`config.mk`:
```
export PLATFORM = sky130hd
export DESIGN_NAME = point_to_box_distance_top
export DESIGN_NICKNAME = d
export VERILOG_FILES = /design/src/rtl/core/ptbd_pkg.sv /design/src/rtl/core/point_to_box_distance_top.sv /design/src/rtl/core/ptbd_excess.sv /design/src/rtl/core/ptbd_sqrt_step.sv
export SDC_FILE = /design/constraint.sdc
export NUM_CORES = 2
export LEC_CHECK = 0
export BUFFER_PORTS_ARGS = -buffer_cell sky130_fd_sc_hd__buf_2
export CAP_MARGIN = 20
export CORE_MARGIN = 1
export CORE_UTILIZATION = 55
export DETAILED_ROUTE_END_ITERATION = 12
export PLACE_DENSITY = 0.79
export REMOVE_ABC_BUFFERS = 1
export SYNTH_ARGS = -nofsm -noshare
export SYNTH_HDL_FRONTEND = slang
export SYNTH_HIERARCHICAL = 1
export SYNTH_SLANG_ARGS = --single-unit
```
`constraint.sdc`:
```
create_clock -name clk -period 7.8 [get_ports clk]
set_input_delay 1.56 -clock clk [delete_from_list [all_inputs] [get_ports clk]]
set_output_delay 1.56 -clock clk [all_outputs]
set_load 0.01 [all_outputs]
```
`src/rtl/core/ptbd_pkg.sv`:
```
// Shared types and register index codes for the point-to-box distance block.
package ptbd_pkg;

  // Configuration register index
  localparam int CFG_IDX_W = 3;
  typedef logic [CFG_IDX_W-1:0] cfg_idx_t;

  localparam cfg_idx_t CFG_CORNER_X = 3'd0;
  localparam cfg_idx_t CFG_CORNER_Y = 3'd1;
  localparam cfg_idx_t CFG_CORNER_Z = 3'd2;
  localparam cfg_idx_t CFG_SIZE_X   = 3'd3;
  localparam cfg_idx_t CFG_SIZE_Y   = 3'd4;
  localparam cfg_idx_t CFG_SIZE_Z   = 3'd5;

endpackage

```
`src/rtl/core/point_to_box_distance_top.sv`:
```
// Top level of the point-to-box distance pipeline.
//
// Each input item is one 3-D point in signed Q8.8 (COORD_WIDTH bits per axis). The block
// returns the floored Euclidean distance to the configured axis-aligned box as unsigned
// Q9.8 in out_tdata, with out_tuser[0] set when the point lies within the box (faces
// included), in which case the distance is zero. One item is accepted every cycle unless a
// full stage holds behind a stalled output. The stages are one for the per-axis clamp, one
// for the squares, one for the sum, and COORD_WIDTH+1 square-root stages that each settle
// one result bit. Each stage has its own valid bit and holds only while the stage after it
// is full and stalled, so bubbles close up and the input keeps flowing while a result waits
// at the output. Box registers are written on the cfg port; the user must do so only while
// the block is idle, which the block itself does not enforce. All of them reset to zero.
module point_to_box_distance_top
  import ptbd_pkg::*;
#(
  parameter int COORD_WIDTH = 16
) (
  input  logic                                     clk,
  input  logic                                     rst_n,
  // Input items: tdata = point_x, point_y, point_z (from bit 0 up), zero padded
  input  logic                                     in_tvalid,
  output logic                                     in_tready,
  input  logic [((3*COORD_WIDTH+7)/8)*8-1:0]       in_tdata,
  // Result items: tdata = distance (from bit 0 up), zero padded
  output logic                                     out_tvalid,
  input  logic                                     out_tready,
  output logic [((COORD_WIDTH+8)/8)*8-1:0]         out_tdata,
  // tuser = inside_res
  output logic [0:0]                               out_tuser,
  // Configuration write port
  input  logic                                     cfg_we,
  input  cfg_idx_t                                 cfg_index,
  input  logic [COORD_WIDTH-1:0]                   cfg_wdata
);

  localparam int W      = COORD_WIDTH;
  localparam int OUT_DW = ((COORD_WIDTH + 8) / 8) * 8;
  localparam int NSQ    = W + 1;
  localparam int NS     = NSQ + 3;

  // Box registers
  logic signed [W-1:0] corner_x_r, corner_y_r, corner_z_r;
  logic        [W-2:0] size_x_r, size_y_r, size_z_r;

  always_ff @(posedge clk) begin
    if (!rst_n) begin
      corner_x_r <= '0;
      corner_y_r <= '0;
      corner_z_r <= '0;
      size_x_r   <= '0;
      size_y_r   <= '0;
      size_z_r   <= '0;
    end else if (cfg_we) begin
      case (cfg_index)
        CFG_CORNER_X: corner_x_r <= cfg_wdata;
        CFG_CORNER_Y: corner_y_r <= cfg_wdata;
        CFG_CORNER_Z: corner_z_r <= cfg_wdata;
        CFG_SIZE_X:   size_x_r   <= cfg_wdata[W-2:0];
        CFG_SIZE_Y:   size_y_r   <= cfg_wdata[W-2:0];
        CFG_SIZE_Z:   size_z_r   <= cfg_wdata[W-2:0];
        default: begin
        end
      endcase
    end
  end

  // Stage valid bits and per-stage advance
  logic [NS-1:0] vld_r;
  logic [NS-1:0] adv;

  assign adv[NS-1] = !vld_r[NS-1] || out_tready;
  for (genvar i = 0; i < NS - 1; i++) begin : g_adv
    assign adv[i] = !vld_r[i] || adv[i+1];
  end

  always_ff @(posedge clk) begin
    if (!rst_n) begin
      vld_r <= '0;
    end else begin
      if (adv[0]) begin
        vld_r[0] <= in_tvalid;
      end
      for (int i = 1; i < NS; i++) begin
        if (adv[i]) begin
          vld_r[i] <= vld_r[i-1];
        end
      end
    end
  end

  assign in_tready = adv[0];

  // Stage 1: clamp each axis
  logic signed [W-1:0] pt_x, pt_y, pt_z;
  logic [W-1:0] ex_nxt, ey_nxt, ez_nxt;
  logic [W-1:0] s1_ex_r, s1_ey_r, s1_ez_r;
  logic         s1_ins_r;

  assign pt_x = in_tdata[W-1:0];
  assign pt_y = in_tdata[2*W-1:W];
  assign pt_z = in_tdata[3*W-1:2*W];

  ptbd_excess #(.W(W)) u_ex_x (
    .point(pt_x), .corner(corner_x_r), .size(size_x_r), .excess(ex_nxt)
  );
  ptbd_excess #(.W(W)) u_ex_y (
    .point(pt_y), .corner(corner_y_r), .size(size_y_r), .excess(ey_nxt)
  );
  ptbd_excess #(.W(W)) u_ex_z (
    .point(pt_z), .corner(corner_z_r), .size(size_z_r), .excess(ez_nxt)
  );

  always_ff @(posedge clk) begin
    if (adv[0]) begin
      s1_ex_r  <= ex_nxt;
      s1_ey_r  <= ey_nxt;
      s1_ez_r  <= ez_nxt;
      s1_ins_r <= (ex_nxt == '0) && (ey_nxt == '0) && (ez_nxt == '0);
    end
  end

  // Stage 2: squares
  logic [2*W-1:0] sq_x_nxt, sq_y_nxt, sq_z_nxt;
  logic [2*W-1:0] s2_sq_x_r, s2_sq_y_r, s2_sq_z_r;
  logic           s2_ins_r;

  assign sq_x_nxt = s1_ex_r * s1_ex_r;
  assign sq_y_nxt = s1_ey_r * s1_ey_r;
  assign sq_z_nxt = s1_ez_r * s1_ez_r;

  always_ff @(posedge clk) begin
    if (adv[1]) begin
      s2_sq_x_r <= sq_x_nxt;
      s2_sq_y_r <= sq_y_nxt;
      s2_sq_z_r <= sq_z_nxt;
      s2_ins_r  <= s1_ins_r;
    end
  end

  // Stage 3: sum of squares, two guard bits
  logic [2*W+1:0] sum_nxt;
  logic [2*W+1:0] s3_sum_r;
  logic           s3_ins_r;

  assign sum_nxt = {2'b00, s2_sq_x_r} + {2'b00, s2_sq_y_r} + {2'b00, s2_sq_z_r};

  always_ff @(posedge clk) begin
    if (adv[2]) begin
      s3_sum_r <= sum_nxt;
      s3_ins_r <= s2_ins_r;
    end
  end

  // Square-root stages, one result bit each
  logic [2*W+1:0] rad_r  [NSQ];
  logic [W+3:0]   rem_r  [NSQ];
  logic [W:0]     root_r [NSQ];
  logic           sq_ins_r [NSQ];

  for (genvar k = 0; k < NSQ; k++) begin : g_sqrt
    logic [2*W+1:0] rad_i, rad_nxt;
    logic [W+3:0]   rem_i, rem_nxt;
    logic [W:0]     root_i, root_nxt;
    logic           ins_i;

    if (k == 0) begin : g_first
      assign rad_i  = s3_sum_r;
      assign rem_i  = '0;
      assign root_i = '0;
      assign ins_i  = s3_ins_r;
    end else begin : g_next
      assign rad_i  = rad_r[k-1];
      assign rem_i  = rem_r[k-1];
      assign root_i = root_r[k-1];
      assign ins_i  = sq_ins_r[k-1];
    end

    ptbd_sqrt_step #(.W(W)) u_step (
      .rad_in(rad_i), .rem_in(rem_i), .root_in(root_i),
      .rad_out(rad_nxt), .rem_out(rem_nxt), .root_out(root_nxt)
    );

    always_ff @(posedge clk) begin
      if (adv[k+3]) begin
        rad_r[k]    <= rad_nxt;
        rem_r[k]    <= rem_nxt;
        root_r[k]   <= root_nxt;
        sq_ins_r[k] <= ins_i;
      end
    end
  end

  // Last square-root stage is the output register
  assign out_tvalid = vld_r[NS-1];
  assign out_tdata  = OUT_DW'(root_r[NSQ-1]);
  assign out_tuser  = sq_ins_r[NSQ-1];

endmodule

```
`src/rtl/core/ptbd_excess.sv`:
```
// Per-axis excess: how far a point lies outside [corner, corner + size].
module ptbd_excess #(
  parameter int W = 16
) (
  input  logic signed [W-1:0] point,
  input  logic signed [W-1:0] corner,
  input  logic        [W-2:0] size,
  output logic        [W-1:0] excess
);

  logic signed [W:0] p_ext;
  logic signed [W:0] lo_ext;
  logic signed [W:0] hi_ext;
  logic        [W:0] below_diff;
  logic        [W:0] above_diff;

  // Upper bound carries one extra bit so it never wraps
  assign p_ext  = {point[W-1], point};
  assign lo_ext = {corner[W-1], corner};
  assign hi_ext = lo_ext + $signed({2'b00, size});

  assign below_diff = lo_ext - p_ext;
  assign above_diff = p_ext - hi_ext;

  // Distance to the clamp; both differences fit in W bits when taken
  always_comb begin
    if (p_ext < lo_ext) begin
      excess = below_diff[W-1:0];
    end else if (p_ext > hi_ext) begin
      excess = above_diff[W-1:0];
    end else begin
      excess = '0;
    end
  end

endmodule

```
`src/rtl/core/ptbd_sqrt_step.sv`:
```
// One digit step of the restoring square root: consumes two radicand bits.
module ptbd_sqrt_step #(
  parameter int W = 16
) (
  input  logic [2*W+1:0] rad_in,
  input  logic [W+3:0]   rem_in,
  input  logic [W:0]     root_in,
  output logic [2*W+1:0] rad_out,
  output logic [W+3:0]   rem_out,
  output logic [W:0]     root_out
);

  logic [W+3:0] rem_sh;
  logic [W+3:0] trial;
  logic         take;

  // Bring down the next two radicand bits and test 4*root + 1
  assign rem_sh = {rem_in[W+1:0], rad_in[2*W+1:2*W]};
  assign trial  = {1'b0, root_in, 2'b01};
  assign take   = (rem_sh >= trial);

  assign rem_out  = take ? (rem_sh - trial) : rem_sh;
  assign root_out = {root_in[W-1:0], take};
  assign rad_out  = {rad_in[2*W-1:0], 2'b00};

endmodule

```
==> metrics.cfg <==
[placed_design]
port_buffers=91
dp_hpwl_microns=159000
place.gp.congestion=0.951

[final_layout]
final_cell_mix=inv_1 (1228), edfxtp_1 (1044), ha_1 (802)
seq_area_sq_um=33600
post_route_cells_drive_above_1_share=0.0842
area_growth_pct=2.51
fill_cells=13500
finish.net_count=9467
multiInputGateArea_sq_um=47500
final_common_cell=inv_1

[detailed_routing]
drt_first_pass_iters=8
drtIter0Drc=4547
dr_total_vias=58800
routed-wl-met2_microns=98500
route.met3.wl_microns=10700
routed.top_layer=met5
drt_wl_total_microns=202000
via_per_inst=5.68
drtAntennaViolNets=0
wl_met1_microns=87100
wire_per_inst_microns=19.5
remaining_drc_errors=0

[clock_tree]
insertion_delay_ps=800
root_buffer=clkbuf_16
cts_tree=yes
postCtsResizedCells=0
cts_hold_buf=0
htree_levels=3
cts_made_buffers=120
cts.sinks=1157
clkTransAtPathRegs_ps=60
clockBufferDepth=3
post-cts-setup-buffers=0

[setup_path]
crit_path_end_kind=register
critPathRequiredTime_ps=8280
critPathLaunchType=register
reg2reg_depth=22
cpPeakStageDelay_ps=810
crit_chain=inv_1 > fa_1 > inv_1 > fa_1 > inv_1 > fa_1 > inv_1 > fa_1 > fa_1 > inv_1 > fa_1 > inv_1 > ha_1 > a21oi_1 > o21ai_0 > o31ai_1 > nor3_1 > a211oi_2 > o211a_1 > o21bai_1 > a21oi_1 > xnor2_1
crit_fanout=15
critPathArrivalTime_ps=7470
path_class=register to register
cpMaxStageDelayCell=edfxtp_1

[timing]
finalMaxSlewViolations=0
period_needed_ps=7000
tightest_slew_ps=1100
setup_tns_ps=0
rsz0062_at_grt=false
setup_viol=0
finalCritPeriodShare=0.897
slew_headroom=0.264
hold_viol=0
finClkSkew_ps=99.1
fmax_mhz=143

[grt]
grt_pass1_wl_microns=321000
antenna_found_initial=10
grt.overflow.total=0
grt_usage=0.241
grt_pass1_vias=58900
grt_max_degree=114

[hold_path]
min_path_type=register to register
min_path_cells=0

[logic_synthesis]
synth.avg_cell_area_sq_um=10.7
yosysWarningCount=6
synth_area_sq_um=91000
netlist_instances=8537

[floorplan]
io_pins=99
rows=148
dieArea_sq_um=167000
initial_core_util=0.557
die_w_microns=409
die_h_microns=409
core_area_sq_um=164000

[run]
drv_cap=0

[outcome]
status=finished clean

[registers in the layout, indices dropped and copies added (netlist names), 17 cells and up]
| register | flops |
|---|---|
| root_r | 289 |
| rem_r | 288 |
| rad_r | 272 |
| g_sqrt.rad_i | 34 |
| s2_sq_x_r | 31 |
| s2_sq_y_r | 31 |
| s2_sq_z_r | 31 |
| vld_r | 20 |
| sq_ins_r | 17 |
[layer usage]
layer  global-route usage  vias to the layer above
met3               0.0275                      319
met4               0.0745                        4
met1                0.322                    28900
met2                0.410                     1768
li1                     -                    27800
met5                    0                        -
[metrics by stage]
stage | setup slack, ps | utilization | hold slack, ps | instances | cell area (sq um)
2_1_floorplan | 969 | - | 400 | 7812 | 85800
3_3_place_gp | 925 | 0.546 | 401 | 10100 | 89200
3_5_place_dp | 855 | 0.546 | 405 | 10100 | 89200
4_1_cts | 823 | 0.570 | 344 | 10300 | 93200
5_1_grt | 428 | 0.570 | 370 | 10300 | 93300
6_report | 804 | 0.571 | 359 | 10300 | 93300
[cell type report]
type,count,area share
multi-input cells,5421,0.510
clock inverters,84,0.00950
repair buffers,126,0.00783
well taps,2175,0.0292
clock buffers,145,0.0336
inverters,1234,0.0497
flip-flops and latches,1157,0.360
diodes,7,0.000188
[worst paths after layout]
check          startpoint            end  slack (ps)
max            s1_ez_r[7]  s2_sq_z_r[31]         800
min          rad_r[0][65]  rad_r[0][101]         360
max reg2reg    s1_ez_r[7]  s2_sq_z_r[31]         800
min reg2reg  rad_r[0][65]  rad_r[0][101]         360
[worst max-delay path: cells and delay by family, from the launching register on]
family                     cells  cell delay (ps)
buffers and inverters          6              460
and+or+nand+nor                1              160
DFF                            1              810
xor gates and xnor gates       1               90
AOI/OAI and AO/OA              7             1690
adders and majority gates      7             3530
Power is left out: the tool's default activity adds up to more than one toggle a clock period on the data nets, which glitch-free logic cannot reach.
